## config.mk

```make
export PLATFORM = sky130hd
export DESIGN_NAME = btth_front_flat
export DESIGN_NICKNAME = d
export VERILOG_FILES = /design/src/btth_pkg.sv /design/src/btth_if.sv /design/src/btth_front.sv /design/src/flat_wrapper.sv
export SDC_FILE = /design/constraint.sdc
export NUM_CORES = 1
export LEC_CHECK = 0
export BUFFER_PORTS_ARGS = -buffer_cell sky130_fd_sc_hd__clkbuf_2
export CAP_MARGIN = 5
export CELL_PAD_IN_SITES_DETAIL_PLACEMENT = 1
export CELL_PAD_IN_SITES_GLOBAL_PLACEMENT = 2
export CORE_UTILIZATION = 26
export CTS_BUF_LIST = sky130_fd_sc_hd__clkbuf_4
export CTS_CLUSTER_SIZE = 28
export DETAILED_ROUTE_END_ITERATION = 6
export GPL_TIMING_DRIVEN = 0
export PLACE_DENSITY_LB_ADDON = 0.25
export SYNTH_ARGS = -nofsm -noshare
export SYNTH_HDL_FRONTEND = slang
export SYNTH_SLANG_ARGS = --single-unit
```

## constraint.sdc

```tcl
create_clock -name clk -period 3.3 [get_ports clk]
set_clock_uncertainty 0.2 [all_clocks]
set_input_delay 0.495 -clock clk [delete_from_list [all_inputs] [get_ports clk]]
set_output_delay 0.495 -clock clk [all_outputs]
set_load 0.01 [all_outputs]
```

## src/btth_pkg.sv

```systemverilog
// Package for the ballistic time-to-height solver: widths, item types and pipeline depths.
// It depends on nothing. Every other file of the block uses it.
package btth_pkg;

  localparam int WORD_BITS = 32;
  localparam int FRAC_BITS = 16;

  // c = pos - goal is one bit wider than a word.
  localparam int C_BITS   = WORD_BITS + 1;
  // Discriminant B*B - 2*A*C needs two words plus one bit.
  localparam int D_BITS   = 2 * WORD_BITS + 1;
  localparam int SQ_BITS  = (D_BITS + 1) / 2;
  localparam int SQ_PAD   = 2 * SQ_BITS;
  localparam int SQ_RW    = SQ_BITS + 3;
  // Numerators -B +/- S as signed values and their magnitudes.
  localparam int NS_BITS  = SQ_BITS + 2;
  localparam int NM_BITS  = SQ_BITS + 1;
  localparam int DIVN     = NM_BITS + FRAC_BITS;

  localparam int QDEPTH   = 4;
  localparam int QPTR     = $clog2(QDEPTH);
  localparam int QCNT     = $clog2(QDEPTH + 1);

  localparam logic [DIVN:0] LIM_POS = (DIVN + 1)'((64'd1 << (WORD_BITS - 1)) - 64'd1);
  localparam logic [DIVN:0] LIM_NEG = (DIVN + 1)'(64'd1 << (WORD_BITS - 1));

  typedef logic signed [WORD_BITS-1:0] word_t;

  // One classified item between front end and back end.
  typedef struct packed {
    word_t                    vel;
    word_t                    acc;
    logic signed [C_BITS-1:0] c;
    logic                     azero;
  } fe_item_t;

  // Sideband that travels beside the square-root pipeline.
  typedef struct packed {
    logic  valid;
    logic  fail;
    word_t vel;
    word_t acc;
  } sq_side_t;

  // Sideband that travels beside the divider pipelines.
  typedef struct packed {
    logic valid;
    logic fail;
    logic neg1;
    logic neg2;
  } dv_side_t;

endpackage

```

## src/btth_if.sv

```systemverilog
// Channel interfaces of the solver: the query channel and the result channel.
// Depends on btth_pkg for the field widths.
interface btth_in_if;
  logic                 valid;
  logic                 ready;
  btth_pkg::word_t      pos_y;
  btth_pkg::word_t      vel_y;
  btth_pkg::word_t      acc_y;
  btth_pkg::word_t      goal_y;
  modport source (output valid, output pos_y, output vel_y, output acc_y, output goal_y,
                  input ready);
  modport sink   (input valid, input pos_y, input vel_y, input acc_y, input goal_y,
                  output ready);
endinterface


```

## src/btth_front.sv

```systemverilog
// Front end: takes query beats, forms c = pos - goal and flags zero acceleration.
// Depends on btth_pkg and btth_in_if.
module btth_front (
  input  logic               clk,
  input  logic               rst_n,
  btth_in_if.sink            in_ch,
  input  logic               q_full,
  output logic               q_push,
  output btth_pkg::fe_item_t q_item
);

  logic               fe_valid_r, fe_valid_nxt;
  btth_pkg::fe_item_t fe_item_r;
  logic               take;

  assign q_push      = fe_valid_r && !q_full;
  assign q_item      = fe_item_r;
  assign in_ch.ready = !fe_valid_r || !q_full;
  assign take        = in_ch.valid && in_ch.ready;

  always_comb begin
    fe_valid_nxt = fe_valid_r;
    if (take) begin
      fe_valid_nxt = 1'b1;
    end else if (q_push) begin
      fe_valid_nxt = 1'b0;
    end
  end

  always_ff @(posedge clk) begin
    if (!rst_n) begin
      fe_valid_r <= 1'b0;
    end else begin
      fe_valid_r <= fe_valid_nxt;
    end
  end

  always_ff @(posedge clk) begin
    if (take) begin
      fe_item_r.vel   <= in_ch.vel_y;
      fe_item_r.acc   <= in_ch.acc_y;
      fe_item_r.c     <= {in_ch.pos_y[btth_pkg::WORD_BITS-1], in_ch.pos_y}
                       - {in_ch.goal_y[btth_pkg::WORD_BITS-1], in_ch.goal_y};
      fe_item_r.azero <= (in_ch.acc_y == '0);
    end
  end

endmodule

```

## src/flat_wrapper.sv

```systemverilog
// flat-port wrapper written by rule: the top's interface ports become plain ports
module btth_front_flat 
  (clk, rst_n, q_full, q_push, q_item, in_ch_valid, in_ch_pos_y, in_ch_vel_y, in_ch_acc_y, in_ch_goal_y, in_ch_ready);
  btth_in_if in_ch_i ();
  input  logic clk;
  input  logic rst_n;
  input  logic q_full;
  output logic q_push;
  output btth_pkg::fe_item_t q_item;
  input wire logic [$bits(in_ch_i.valid)-1:0] in_ch_valid;
  input wire logic [$bits(in_ch_i.pos_y)-1:0] in_ch_pos_y;
  input wire logic [$bits(in_ch_i.vel_y)-1:0] in_ch_vel_y;
  input wire logic [$bits(in_ch_i.acc_y)-1:0] in_ch_acc_y;
  input wire logic [$bits(in_ch_i.goal_y)-1:0] in_ch_goal_y;
  output wire logic [$bits(in_ch_i.ready)-1:0] in_ch_ready;
  assign in_ch_i.valid = in_ch_valid;
  assign in_ch_i.pos_y = in_ch_pos_y;
  assign in_ch_i.vel_y = in_ch_vel_y;
  assign in_ch_i.acc_y = in_ch_acc_y;
  assign in_ch_i.goal_y = in_ch_goal_y;
  assign in_ch_ready = in_ch_i.ready;
  btth_front u_core (.clk(clk), .rst_n(rst_n), .in_ch(in_ch_i), .q_full(q_full), .q_push(q_push), .q_item(q_item));
endmodule
```

After elaboration in Yosys (flattened, before gate mapping)
Index checks and enable logic that the tools add are counted.
{"block": "totals", "reg_bits": 99, "inputBits": 132, "output_inout_bits": 100, "word_cells": 15}
{"block": "classes", "n_addsub": 1, "mux": 2, "n_reduce_logical": 7}
{"op": "subtractor 32 x 32 -> 33 bit", "count": 1}
{"op": "logical NOT 32 bit", "count": 1}
{"op": "logical AND 1 bit", "count": 2}
{"op": "logical NOT 1 bit", "count": 2}
{"op": "two-way mux 1 bit", "count": 2}
{"op": "nonzero test 2 bit", "count": 1}
{"op": "logical OR 1 bit", "count": 1}

Depth between registers and ports, before layout
{"block": "depth", "word_depth": 4, "ltp_mapped": 10, "depth_no_buf": 10}

Worst setup path before layout
No wires, ideal clock.
{"block": "synth_timing", "path_kind": "in2reg", "startpoint": "in q_full", "endpoint": "reg u_core.fe_item_r (netlist bit u_core.q_item[0]), enable pin", "setup_ns": 0.468, "arrival_time_ns": 2.916, "required_ns": 2.632, "path_slack_ns": -0.284, "cell_stages": 2, "n_path_buf": 0, "path_cell_list": "nand2_1 and2_1"}
{"block": "synth_via", "elab_chain_len": 3}
{"item": "start, declared", "line_no": "flat_wrapper.sv:7", "rtl": "input logic q_full;"}
{"item": "logical NOT 1 bit", "line_no": "btth_front.sv:18", "rtl": "assign in_ch.ready = !fe_valid_r || !q_full;"}
{"item": "logical OR 1 bit", "line_no": "btth_front.sv:18"}
{"item": "logical AND 1 bit", "line_no": "btth_front.sv:19", "rtl": "assign take = in_ch.valid && in_ch.ready;"}
{"item": "end, declared", "line_no": "btth_front.sv:13", "rtl": "btth_pkg::fe_item_t fe_item_r;"}
Every way passes these cells.
A chain may end at the register's enable or synchronous reset.

Worst setup path in the final report
{"block": "layout_timing", "startpoint": "in in_ch_pos_y[0]", "endpoint": "reg u_core.fe_item_r (netlist bit u_core.q_item[29]), data pin"}
{"block": "layout_via", "elab_chain_len": 1}
{"item": "start, declared", "line_no": "flat_wrapper.sv:11", "rtl": "input wire logic [$bits(in_ch_i.pos_y)-1:0] in_ch_pos_y;"}
{"item": "subtractor 32 x 32 -> 33 bit", "line_no": "btth_front.sv:43", "rtl": "- {in_ch.goal_y[btth_pkg::WORD_BITS-1], in_ch.goal_y};"}
Every way passes these cells.

==> flow_summary_export.csv <==
group,metric,value,unit
timing,setup_viol,0,
min_path,hold_path.class,"in2reg",
synth,synth-async-reset-ratio,0,%
critical_path,reg2reg_slack,1.39,ns
global_routing,grt_usage,15.18,%
timing,setup_tns,0,ns
drt,drc_errors,0,
die,die_h,140.4,microns
global_routing,grt_pass1_vias,4545,
timing,drv_slew,0,
min_path,worstHoldEndpoint,"u_core.q_item[35]",
die,dieArea,19710,sq um
synth,syn-cell-area,4979,sq um
place,dp.cells,875,
synth,yosys_register_bits,99,
drt,vias_per_cell,4.538,
critical_path,startpoint_type,"input pin",
min_path,hold_depth,1,
synth,ys.flop_type,"edfxtp_1",
synth,synth_area_leaders,"edfxtp_1 (59%), ha_1 (8.0%), inv_1 (3.4%)",
timing,worstMarginPinSlew,0.7453,ns
critical_path,reg2reg_to,"u_core.q_item[83]",
clock_tree,cts_inserted_buffers,9,
critical_path,crit_required,3.32,ns
global_routing,grt_antenna_before_repair,1,
die,coreArea,18710,sq um
critical_path,r2r_start,"u_core.fe_valid_r",
synth,yosys.cell_types.count,49,
critical_path,arrival,3.00,ns
critical_path,worstSetupEndpointType,"flop",
drt,drt_iter0_drc,164,
timing,finalHoldViolCount,0,
drt,firstDrtPassIters,4,
status,status,"completed",
flow_run,drv_cap,0,
clock_tree,cts_resized,0,
drt,vias,4275,
min_path,hold_start,"in_ch_acc_y[1]",
global_routing,grt-ovfl-total,0,
drt,post_drt_wl_per_cell,15.89,microns
place,gp_congestion,0.7976,
synth,avgSynthCellArea,12.17,sq um
clock_tree,cts-root-buf,"clkbuf_4",
drt,ant_nets,0,
pwr,finalPower,2.866,mW
place,hpwl,11850,microns
die,fp.dieW,140.4,microns
global_routing,grt_pass1_wl,23380,microns
final_layout,fin_nets,867,
critical_path,ff2ff_path_depth,3,
place,io_buffers,231,
final_layout,syn2layout_area_growth,42.25,%
timing,fin_hold_ws,0.03942,ns
critical_path,worstSetupPathType,"in2reg",
clock_tree,cts_tree,"built",
pwr,power_density,404.7,nW/um^2
pwr,leakage,3.185,nW
final_layout,instances_no_fill,942,
timing,max_freq,334.9,MHz
die,start_util,26.62,%
synth,synthTopCellsByCount,"edfxtp_1 (98), inv_1 (45), ha_1 (32)",
clock_tree,clk_pin_slew,0.17,ns
clock_tree,clock_latency,0.46,ns
synth,yosysMostFrequentCell,"edfxtp_1",
synth,synth_top_area_share,59.11,%
final_layout,multiInputGateArea,1807,sq um
synth,synth_top_cell_by_area,"edfxtp_1",
synth,synthCells,409,
clock_tree,numClockSinks,99,
synth,yosysWarnings,0,
timing,slew_headroom,49.79,%
final_layout,drive_gt1_share,35.79,%
die,rows,50,
timing,rsz0062_at_grt,"false",
clock_tree,cts_max_path_buffers,2,
die,boundaryPins,232,
global_routing,grt_max_degree,53,
pwr,peakVddDrop,137.0,uV
final_layout,ff_latch_area,2963,sq um
synth,synth_seq_area_share,59.51,%
timing,post-route-period-util,90.47,%
synth,synth_nets,574,
final_layout,n_fill_cell,2158,
drt,wl,14970,microns
timing,min_period,2.986,ns
clock_tree,cts_max_level,3,
critical_path,path_max_fanout,4,
synth,synth_edf_count,98,
-- kinds of logic (layout without fill, tap and decap cells) --
| kind of cell | count (synthesis) | count (layout) | synth area share (%) |
|---|---|---|---|
| AOI/OAI and AO/OA | 102 | 102 | 13.60 |
| other | 0 | 1 | 0 |
| and+or+nand+nor | 91 | 91 | 9.073 |
| adders and majority gates | 33 | 33 | 8.444 |
| xor gates and xnor gates | 28 | 28 | 4.926 |
| muxes | 1 | 1 | 0.2011 |
| buffers and inverters | 55 | 353 | 4.247 |
| DFF | 99 | 99 | 59.51 |
-- where the power goes --
part	leakage [nW]	internal (mW)	switching, mW
registers	0.957	1.52	0.0311
logic	2.17	0.327	0.410
clock network	0.0537	0.158	0.420
-- how the worst max path moves through the flow --
stage / startpoint / endpoint / slack (ns) / depth (start not counted)
2_1_floorplan: in_ch_pos_y[0] / u_core.q_item[29] / 0.58 / 10
3_3_place_gp: in_ch_pos_y[0] / u_core.q_item[29] / -0.23 / 11
3_5_place_dp: in_ch_pos_y[0] / u_core.q_item[33] / -0.23 / 11
4_1_cts: in_ch_pos_y[0] / u_core.q_item[33] / 0.28 / 11
5_1_grt: in_ch_pos_y[0] / u_core.q_item[33] / 0.08 / 11
6_report: in_ch_pos_y[0] / u_core.q_item[29] / 0.31 / 11
-- through the flow --
step	setup WS [ns]	instance area (sq um)	util (%)
2_1_floorplan	0.5785	4980	-
3_3_place_gp	-0.2251	6429	34.37
3_5_place_dp	-0.2303	6457	34.52
4_1_cts	0.2824	7009	37.47
5_1_grt	0.07877	7082	37.86
6_report	0.3144	7082	37.86
-- per-layer routing --
metal | track usage, % | routed length [microns] | vias to the layer above
met5 | 0 | 0 | -
met4 | 5.321 | 274 | 0
met3 | 2.359 | 802 | 16
met2 | 28.37 | 7763 | 158
met1 | 17.44 | 6127 | 1994
li1 | - | - | 2107
-- sequential cells by signal, indices dropped and copies added (netlist names) --
name,flops
u_core.q_item,98
u_core.fe_valid_r,1
-- area by class of cell --
class	count	share of cell area (%)
repair buffers	282	23.78
multi-input cells	255	25.51
inverters	45	2.385
clock inverters	7	0.7597
well taps	234	4.134
plain buffers	10	0.6007
flip-flops and latches	99	41.84
clock buffers	9	0.9541
diodes	1	0.03534
-- layout by cell type (no fill, tap or decap), types with 3 or more instances in the layout --
| cell type | count |
|---|---|
| nor2_1 | 18 |
| clkbuf_4 | 9 |
| xnor2_1 | 19 |
| nand4_1 | 6 |
| clkbuf_1 | 8 |
| edfxtp_1 | 98 |
| clkinvlp_4 | 4 |
| a31oi_1 | 7 |
| nand3_1 | 6 |
| nor2b_1 | 7 |
| a21oi_1 | 30 |
| xor2_1 | 9 |
| dlygate4sd3_1 | 50 |
| inv_1 | 45 |
| o21ai_0 | 19 |
| ha_1 | 32 |
| nor4_1 | 9 |
| nand2_1 | 27 |
| a21o_1 | 10 |
| clkbuf_2 | 231 |
| nor3_1 | 6 |
| o21bai_1 | 4 |
| and2_1 | 3 |
| o31ai_1 | 3 |
| o211ai_1 | 3 |
| o21a_1 | 5 |
-- worst max-delay path, cell delays in order --
cell and delay [ns]:
clkbuf_2 0.07, inv_1 0.03, ha_1 0.20, fa_1 0.41, nor2b_1 0.16, o31a_1 0.21
o31ai_1 0.09, o21ai_0 0.61, o21ai_0 0.34, a31oi_1 0.27, xor2_1 0.09
-- timing repair --
action,in CTS,in global routing
endpoints found under the hold margin,43,7
hold buffers,43,7
buffers inserted,0,0
(Power assumes the default switching activity.)
