## config.mk

```make
export PLATFORM = sky130hd
export DESIGN_NAME = btth_queue
export DESIGN_NICKNAME = d
export VERILOG_FILES = /design/src/btth_pkg.sv /design/src/btth_queue.sv
export SDC_FILE = /design/constraint.sdc
export NUM_CORES = 1
export LEC_CHECK = 0
export ABC_AREA = 1
export BUFFER_PORTS_ARGS = -buffer_cell sky130_fd_sc_hd__buf_4
export CORE_ASPECT_RATIO = 1.25
export CORE_UTILIZATION = 52
export CTS_CLUSTER_DIAMETER = 40
export DETAILED_ROUTE_END_ITERATION = 10
export PLACE_DENSITY = 0.74
export SLEW_MARGIN = 20
export SYNTH_ARGS = -nofsm -noshare
export SYNTH_HDL_FRONTEND = slang
export SYNTH_SLANG_ARGS = --single-unit
```

## constraint.sdc

```tcl
create_clock -name clk -period 2.8 [get_ports clk]
set_input_delay 0 -clock clk [delete_from_list [all_inputs] [get_ports clk]]
set_output_delay 0 -clock clk [all_outputs]
set_load 0.02 [all_outputs]
```

## src/btth_pkg.sv

```systemverilog
// Package for the ballistic time-to-height solver: widths, item types and pipeline depths.
// It depends on nothing. Every other file of the block uses it.
package btth_pkg;

  localparam int WORD_BITS = 32;
  localparam int FRAC_BITS = 16;

  // c = pos - goal is one bit wider than a word.
  localparam int C_BITS   = WORD_BITS + 1;
  // Discriminant B*B - 2*A*C needs two words plus one bit.
  localparam int D_BITS   = 2 * WORD_BITS + 1;
  localparam int SQ_BITS  = (D_BITS + 1) / 2;
  localparam int SQ_PAD   = 2 * SQ_BITS;
  localparam int SQ_RW    = SQ_BITS + 3;
  // Numerators -B +/- S as signed values and their magnitudes.
  localparam int NS_BITS  = SQ_BITS + 2;
  localparam int NM_BITS  = SQ_BITS + 1;
  localparam int DIVN     = NM_BITS + FRAC_BITS;

  localparam int QDEPTH   = 4;
  localparam int QPTR     = $clog2(QDEPTH);
  localparam int QCNT     = $clog2(QDEPTH + 1);

  localparam logic [DIVN:0] LIM_POS = (DIVN + 1)'((64'd1 << (WORD_BITS - 1)) - 64'd1);
  localparam logic [DIVN:0] LIM_NEG = (DIVN + 1)'(64'd1 << (WORD_BITS - 1));

  typedef logic signed [WORD_BITS-1:0] word_t;

  // One classified item between front end and back end.
  typedef struct packed {
    word_t                    vel;
    word_t                    acc;
    logic signed [C_BITS-1:0] c;
    logic                     azero;
  } fe_item_t;

  // Sideband that travels beside the square-root pipeline.
  typedef struct packed {
    logic  valid;
    logic  fail;
    word_t vel;
    word_t acc;
  } sq_side_t;

  // Sideband that travels beside the divider pipelines.
  typedef struct packed {
    logic valid;
    logic fail;
    logic neg1;
    logic neg2;
  } dv_side_t;

endpackage

```

## src/btth_queue.sv

```systemverilog
// Short queue between front end and back end so that each side can stall on its own.
// Depends on btth_pkg.
module btth_queue (
  input  logic               clk,
  input  logic               rst_n,
  input  logic               push,
  input  btth_pkg::fe_item_t push_item,
  input  logic               pop,
  output btth_pkg::fe_item_t head,
  output logic               full,
  output logic               empty
);

  btth_pkg::fe_item_t                 mem_r [btth_pkg::QDEPTH];
  logic [btth_pkg::QPTR-1:0]          wr_r, rd_r;
  logic [btth_pkg::QCNT-1:0]          count_r, count_nxt;

  assign full  = (count_r == btth_pkg::QCNT'(btth_pkg::QDEPTH));
  assign empty = (count_r == '0);
  assign head  = mem_r[rd_r];

  always_comb begin
    count_nxt = count_r;
    if (push && !pop) begin
      count_nxt = count_r + 1'b1;
    end else if (pop && !push) begin
      count_nxt = count_r - 1'b1;
    end
  end

  always_ff @(posedge clk) begin
    if (!rst_n) begin
      wr_r    <= '0;
      rd_r    <= '0;
      count_r <= '0;
    end else begin
      count_r <= count_nxt;
      if (push) begin
        wr_r <= wr_r + 1'b1;
      end
      if (pop) begin
        rd_r <= rd_r + 1'b1;
      end
    end
  end

  always_ff @(posedge clk) begin
    if (push) begin
      mem_r[wr_r] <= push_item;
    end
  end

  a_count_bound: assert property (@(posedge clk) disable iff (!rst_n)
    count_r <= btth_pkg::QCNT'(btth_pkg::QDEPTH))
    else $error("queue count beyond depth");
  a_count_up: assert property (@(posedge clk) disable iff (!rst_n)
    (push && !pop) |=> count_r == $past(count_r) + 1'b1)
    else $error("queue count did not rise on push");
  a_count_down: assert property (@(posedge clk) disable iff (!rst_n)
    (pop && !push) |=> count_r == $past(count_r) - 1'b1)
    else $error("queue count did not fall on pop");

endmodule

```

Yosys cells after proc, flatten, opt, wreduce, memory -nomap -nowiden:

Memory sizes are Yosys's and may differ from the RTL's. A register that Yosys moved wholly into a read port is not among the register bits.
Cells that the tools add are included.

* output and inout port bits: 100
* logic and storage cells: 21
* RAM bits: 392
* register bits: 7
* bits of input ports: 102
* ROM bits: 0
* memories: 1
* bits in latches: 0

* $add $sub $neg: 4
* divide/modulo/power cells: 0
* shifts and indexed selects: 0
* magnitude comparators: 0
* mux-type cells: 6
* reduce and logical (&&, ||, !) cells: 6
* multipliers: 0
* bitwise logic cells: 0
* eq/ne operators: 1

Memory list
* mem_r: words 4, bits a word 98, read ports 1, clocked after Yosys merged registers in 1, wr ports 1, line btth_queue.sv:14 `btth_pkg::fe_item_t mem_r [btth_pkg::QDEPTH];`

Operator list (number)
* 3-bit two-way mux: 2
* 2-bit by 1-bit adder with 2-bit output (second input constant): 2
* 2-bit two-way mux: 2
* 3-bit by 1-bit adder with 3-bit output (second input constant): 1
* 3-bit == test (second input constant): 1
* 3-bit zero test: 1
* 3-bit by 1-bit subtractor with 3-bit output (second input constant): 1
* 1-bit logical AND: 2
* 1-bit zero test: 2
* 1-bit two-way mux: 2
* 2-bit nonzero test: 1

Depth between registers and ports, before layout:

Gate-level depths: netlist (run 1).

* depth after elaboration: 4
* depth in mapped cells: 10
* gate-level depth less buffers: 10

Worst setup path after synthesis (run 1):

Ideal clock, no wire load.

* kind: flip-flop to flip-flop
* from: register wr_r[0] (netlist bit)
* to: memory mem_r[2][0] (netlist bit), enable pin
* required time: 2.349 ns
* cell stages (with the launch flop): 5
* buffers on the path: 0
* slack: -0.133 ns
* setup time: 0.451 ns
* arrival: 2.481 ns
* clock period less this slack: 2.933 ns
* cell sequence: dfxtp_1 > inv_1 > ha_1 > nand2_1 > inv_1

RTL lines
* from (decl): line btth_queue.sv:15 `logic [btth_pkg::QPTR-1:0] wr_r, rd_r;`
* from (signal assigned): line btth_queue.sv:39 `wr_r <= wr_r + 1'b1;`
* to (decl): line btth_queue.sv:14

Straight into the memory's write port.

==> metrics.md, run 1 <==
| Metric | Value |
|---|---|
| Post-route DRC | `0` |
| Startpoint types | `flip-flop` |
| Setup TNS | `0 ns` |
| Power Internal | `about 0.011 W` |
| Synth top area cells | `edfxtp_1 (79%), o21ai_0 (5.2%), nor2_1 (5.0%)` |
| Largest net degree at the start of global routing | `between 150 and 200` |
| Syn nets | `between 1000 and 1500` |
| Critical path arrival | `approximately 2.5 ns` |
| Layout Nets | `between 1000 and 1500` |
| Fin cells | `approximately 1700` |
| Synthesized instance count | `1006` |
| Reg area | `between 10000 and 15000 µm²` |
| Global-route wire length before repair | `around 48 mm` |
| Post-CTS resize count | `0` |
| Reg power frac | `between 40% and 50%` |
| Sw Ratio | `a little under a quarter` |
| Area of the multi-input gates | `2536 µm²` |
| Area after DPL | `16740 µm²` |
| Register bit total from synthesis | `401` |
| Number of global-route vias before repair | `approximately 9000` |
| Row Count | `69` |
| Total gr overflow | `0` |
| Comb power frac | `~11%` |
| Hold Vio Cnt, Final | `0` |
| # Post-CTS Setup Buffers | `0` |
| Headroom to the max-slew limit | `around two fifths` |
| Prevailing post-synth register cell | `edfxtp_1` |
| Net Sw Power | `0.003240 W` |
| Clock network power share | `39.1%` |
| TritonCTS Buffers | `slightly above 40` |
| RSZ-0062 raised after global routing | `no` |
| Commonest non-fill, non-tap cell in the layout | `edfxtp_1` |
| Worst skew pair latency | `approximately 0.54 ns` |
| Vias per inst | `roughly 5.5` |
| DP Worst Slack | `0.8533 ns` |
| Clk buf depth | `3` |
| First-pass DRT Iterations | `4` |
| WL final | `roughly 32 mm` |
| Fin. max-slew vios | `0` |
| Area grow syn2layout | `28.05%` |
| Gr usage total | `between 20% and 30%` |
| Routed WL per cell | `18.80 µm` |
| Synth area leader | `edfxtp_1` |
| CTS Sinks | `approximately 400` |
| DP HPWL | `~16 mm` |
| Post-synth EDFFs | `392` |
| CP Max Fanout | `60` |
| Yosys cell types | `22` |
| Port-buffer cells | `around 200` |
| Sequential area share after synthesis | `roughly four fifths` |
| Layout cells sized above 1 | `around 22%` |
| Gr busiest metal | `met2` |
| Final Setup Violations | `0` |
| IO Pins | `202` |
| Clock Tree Root | `clkbuf_16` |
| Initial Utilization | `around 53%` |
| Min-Delay Path Class | `primary input to flip-flop` |
| Leak Pwr | `6.770 nW` |
| Core Region | `~28000 µm²` |
| Maximum VDD drop | `roughly 0.57 mV` |
| Ys Warns | `0` |
| Vias | `9241` |
| PD cells | `around 730 nW/µm²` |
| Setup crit end kind | `output pin` |
| Initial DRC Count | `between 500 and 600` |
| Dpl cells | `~1500` |
| Avg Inst Size Synth | `roughly 15 µm²` |
| Most frequent cells in the layout | `edfxtp_1 (392), buf_4 (213), nor2_1 (201)` |
| Post-synth ARST share | `0%` |
| Final worst path period need | `around 2.5 ns` |
| Fin area | `between 15000 and 20000 µm²` |
| CTS tree | `built` |
| Final Power | `0.01401 W` |
| Status | `finished clean` |
| Max-cap violations | `0` |
| ANT nets after route | `0` |
| Top achievable clock speed | `about 400 MHz` |
| H-tree Lvls | `2` |
| Req. time, crit path | `2.80 ns` |
| GPL Wtd Cong | `about 0.71` |
| Reg clk slew, reported paths | `roughly 0.06 ns` |
| Die span in y | `around 190 µm` |
| Filler instances | `1884` |
| Top-area cell type share of the netlist area | `78.71%` |
| Post-route clock period utilization | `87.88%` |
| Tightest Pin Transition | `between 0.8 and 0.9 ns` |
| Die X | `about 150 µm` |
| Post-route worst setup slack | `~0.34 ns` |
| Worst Clk Skew | `~0.015 ns` |
| Die area | `29450 µm²` |
| Initial antenna violation count | `2` |
| M3 GR Usage | `~4.1%` |
| Met2 Use GR | `a little under two fifths` |
| GR Util met1 | `between 20% and 30%` |
| Crit Path Class | `flip-flop to output pin` |
| Synthesized cell area | `between 10000 and 15000 µm²` |
-- metrics by stage --
step | utilization (%) | hold slack, ns
finish | 67.63 | 0.2080
global placement | 59.12 | 0.2003
global route | 67.63 | 0.1996
detailed placement | 59.12 | 0.2019
CTS | 67.61 | 0.1859
floorplan | - | 0.09887
-- synth_stat cells, types with 4 or more instances --
library cell	number
o21ai_1	47
clkbuf_1	34
ha_1	5
nand2_1	9
edfxtp_1	392
inv_1	15
dfxtp_1	9
o21ai_0	155
buf_6	15
nor2_1	201
o22ai_1	98
a21oi_1	4
buf_4	5
buf_2	7
-- critical path, stage by stage (launching register included) --
cell and delay [ns]:
dfxtp_4 0.76, buf_4 0.51, o21ai_0 0.16, o22ai_1 0.28
buf_4 0.20
-- registers in the layout (all words and copies together), names as in the netlist, named ones only --
name and count:
mem_r 392, count_r 3, rd_r 2, wr_r 2
-- per-layer routing --
| metal | share of wire, % | up-vias |
|---|---|---|
| li1 | - | 4397 |
| met1 | 40 | 4474 |
| met2 | 52 | 316 |
| met3 | 6.0 | 54 |
| met4 | 2.9 | 0 |
| met5 | 0 | - |
-- power groups by stage --
| stage | combinational (W) | clock (W) | sequential [W] |
|---|---|---|---|
| 5_1_grt | 0.00172 | 0.00579 | 0.00695 |
| 4_1_cts | 0.00161 | 0.00556 | 0.00694 |
| 3_3_place_gp | 0.00146 | 0 | 0.00705 |
| 6_report | 0.00160 | 0.00547 | 0.00693 |
| 2_1_floorplan | 0.000831 | 0 | 0.00704 |
| 3_5_place_dp | 0.00148 | 0 | 0.00706 |
-- final timing paths --
kind	startpoint	endpoint	slack [ns]	cells past startpoint
setup / recovery	flip-flop	head[35]	0.34	4
hold / removal	push_item[16]	mem_r[2][16]$_DFFE_PP_	0.21	2
setup reg to reg	wr_r[0]$_SDFFE_PN0P_	mem_r[0][26]$_DFFE_PP_	1.05	5
hold reg to reg	rd_r[1]$_SDFFE_PN0P_	flip-flop	0.44	1
-- timing repair --
| item | 4_1_cts | 5_1_grt |
|---|---|---|
| hold buffers | 102 | 0 |
| endpoints found under the hold margin | 401 | 0 |
| setup endpoints to repair | 0 | 0 |
-- cells by family (layout without fill, tap and decap cells) --
family / Yosys count / in the layout / share of synthesized area (%)
AOI/OAI and AO/OA: 304 / 304 / 10.99
adders and majority gates: 6 / 6 / 0.5522
buffers and inverters: 81 / 411 / 3.129
DFF: 401 / 401 / 79.91
other: 0 / 2 / 0
and+or+nand+nor: 214 / 214 / 5.413
-- layout make-up --
type / instances / share of cell area [%]
antenna: 2 / 0.02613
clock buffer: 45 / 5.658
clock inverter: 28 / 1.561
inverter: 17 / 0.4377
multi-input combinational: 524 / 13.24
sequential: 401 / 62.45
tap: 355 / 2.319
timing repair buffer: 321 / 14.31
Power figures use the tool's default switching activity.
==> inputs of run 2 (changes only) <==
==> constraint.sdc (replaced) <==
create_clock -name clk -period 2.8 [get_ports clk]
set_input_delay 0.7 -clock clk [delete_from_list [all_inputs] [get_ports clk]]
set_output_delay 0.7 -clock clk [all_outputs]
set_load 0.02 [all_outputs]
==> run 2 against run 1 <==
  * Register-to-register slack better by 0.13 ns
  * Fmax is 7.8% lower
  * Wire length decreased by 1.4%
  * Largest cell class unchanged
  * Critical path type unchanged
  * Global-route usage fell by 0.71 points
  * Critical endpoint is now head[1]
  * Clock power decreased by 3.8%
==> metrics.md, run 2 (synthesis gave the netlist of run 1 again) <==
| Metric | Value |
|---|---|
| Status | `finished clean` |
| Initial Utilization | `52.81%` |
| Final Setup Violations | `0` |
| Headroom to the max-slew limit | `about two thirds` |
| Global-route wire length before repair | `~47 mm` |
| Comb power frac | `between 10% and 20%` |
| Initial DRC Count | `608` |
| Total gr overflow | `0` |
| Final worst path period need | `2.669 ns` |
| Hold Vio Cnt, Final | `0` |
| Port-buffer cells | `201` |
| Critical path arrival | `1.97 ns` |
| Setup crit end kind | `output pin` |
| Layout Nets | `between 1000 and 1500` |
| Met1 wire length | `12.32 mm` |
| Vias per inst | `about 5.7` |
| First-pass DRT Iterations | `5` |
| Tightest Pin Transition | `around 0.5 ns` |
| WL final | `about 31 mm` |
| H-tree Lvls | `2` |
| Maximum VDD drop | `approximately 0.62 mV` |
| Core Region | `between 20000 and 30000 µm²` |
| # hold bufs at CTS | `0` |
| Die X | `around 150 µm` |
| Fin area | `between 15000 and 20000 µm²` |
| Area grow syn2layout | `21.67%` |
| Area after DPL | `about 17000 µm²` |
| Die span in y | `approximately 190 µm` |
| Req. time, crit path | `2.10 ns` |
| Routed WL per cell | `slightly below 20 µm` |
| Reg with most FFs | `mem_r` |
| Met3 Routed Length | `about 1.9 mm` |
| Fin util | `between 60% and 70%` |
| Clock network power share | `a little under two fifths` |
| Clk buf depth | `3` |
| Die area | `between 20000 and 30000 µm²` |
| Post-route clock period utilization | `95.33%` |
| Largest net degree at the start of global routing | `~160` |
| Max-cap violations | `0` |
| DP HPWL | `approximately 17 mm` |
| Number of global-route vias before repair | `~9000` |
| Post-route DRC | `0` |
| CTS Sinks | `between 400 and 500` |
| Startpoint types | `flip-flop` |
| Antenna cells | `0` |
| Most frequent cells in the layout | `edfxtp_1 (392), buf_4 (209), nor2_1 (201)` |
| Power Internal | `roughly 0.010 W` |
| Min-Delay Path Class | `primary input to flip-flop` |
| Vias | `9037` |
| Number of flip-flops in the largest register | `roughly 390` |
| IO Pins | `about 200` |
| Leak Pwr | `about 6.4 nW` |
| Crit Path Class | `flip-flop to output pin` |
| Row Count | `69` |
| R2R setup slack | `1.18 ns` |
| Reg power frac | `roughly 51%` |
| Sw Ratio | `a little under a quarter` |
| TritonCTS Buffers | `42` |
| GPL Wtd Cong | `0.7277` |
| Met2 wire len | `between 15 and 20 mm` |
| DP Worst Slack | `around 0.56 ns` |
| Initial antenna violation count | `0` |
| RSZ-0062 raised after global routing | `yes` |
| ANT nets after route | `0` |
| Top achievable clock speed | `374.6 MHz` |
| Post-route worst setup slack | `between 0.1 and 0.15 ns` |
| Reg clk slew, reported paths | `roughly 0.060 ns` |
| Setup TNS | `0 ns` |
| Worst skew pair latency | `0.52 ns` |
| CTS tree | `built` |
| Max layer used | `met4` |
| Gr usage total | `between 20% and 30%` |
| Worst Clk Skew | `0.008411 ns` |
| CP Max Fanout | `50` |
| PD cells | `approximately 750 nW/µm²` |
| Net Sw Power | `0.003221 W` |
| Commonest non-fill, non-tap cell in the layout | `edfxtp_1` |
| Clock Tree Root | `clkbuf_16` |
| Layout cells sized above 1 | `a little under a quarter` |
| Top flop regs | `mem_r: 392 flops, count_r: 3 flops` |
| Fin. max-slew vios | `0` |
## run 2: final timing paths
check / startpoint / end / cells past startpoint
worst max-delay path: flip-flop / head[1] / 5
worst min-delay path: push_item[15] / mem_r[1][15]$_DFFE_PP_ / 1
worst max register to register: wr_r[0]$_SDFFE_PN0P_ / mem_r[0][57]$_DFFE_PP_ / 5
worst min register to register: rd_r[1]$_SDFFE_PN0P_ / flip-flop / 1
## run 2: cell type report
| class | count | area [µm²] |
|---|---|---|
| timing repair buffer | 223 | 1844 |
| inverter | 17 | 83.83 |
| multi-input combinational | 524 | 2536 |
| clock inverter | 29 | 255.2 |
| clock buffer | 48 | 1074 |
| fill | 2029 | 10120 |
| tap | 355 | 444.2 |
| sequential | 401 | 11960 |
## run 2: routing by layer
metal  vias up  GRT usage, %
met5         -             0
met4         0         8.077
met3        62         3.971
met2       309         37.24
met1      4462         24.98
li1       4204             -
## run 2: power by group through the flow
stage / clock network (W) / registers (W) / logic (W)
after floorplan: 0 / 0.00704 / 0.000831
after global placement: 0 / 0.00704 / 0.00148
after detailed placement: 0 / 0.00705 / 0.00152
after CTS: 0.00536 / 0.00692 / 0.00152
after global routing: 0.00563 / 0.00694 / 0.00164
final: 0.00526 / 0.00692 / 0.00153
## run 2: critical path, stage by stage, from the launching register on
cell	delay [ns]
dfxtp_4	0.39
inv_6	0.28
buf_12	0.30
o21ai_0	0.14
o22ai_1	0.15
buf_4	0.18
## run 2: per-stage QoR
step / hold WS [ns] / total power, W / std cells
CTS: 0.3505 / 0.01380 / 1596
global route: 0.3415 / 0.01421 / 1597
detailed placement: 0.4161 / 0.008563 / 1519
finish: 0.3705 / 0.01371 / 1597
global placement: 0.4178 / 0.008517 / 1519
floorplan: 0.4115 / 0.007873 / 1006
## run 2: repair_timing
action,CTS,global route
endpoints found under the hold margin,0,0
gates resized for setup,0,3
buffers inserted,0,0
setup endpoints to repair,0,45
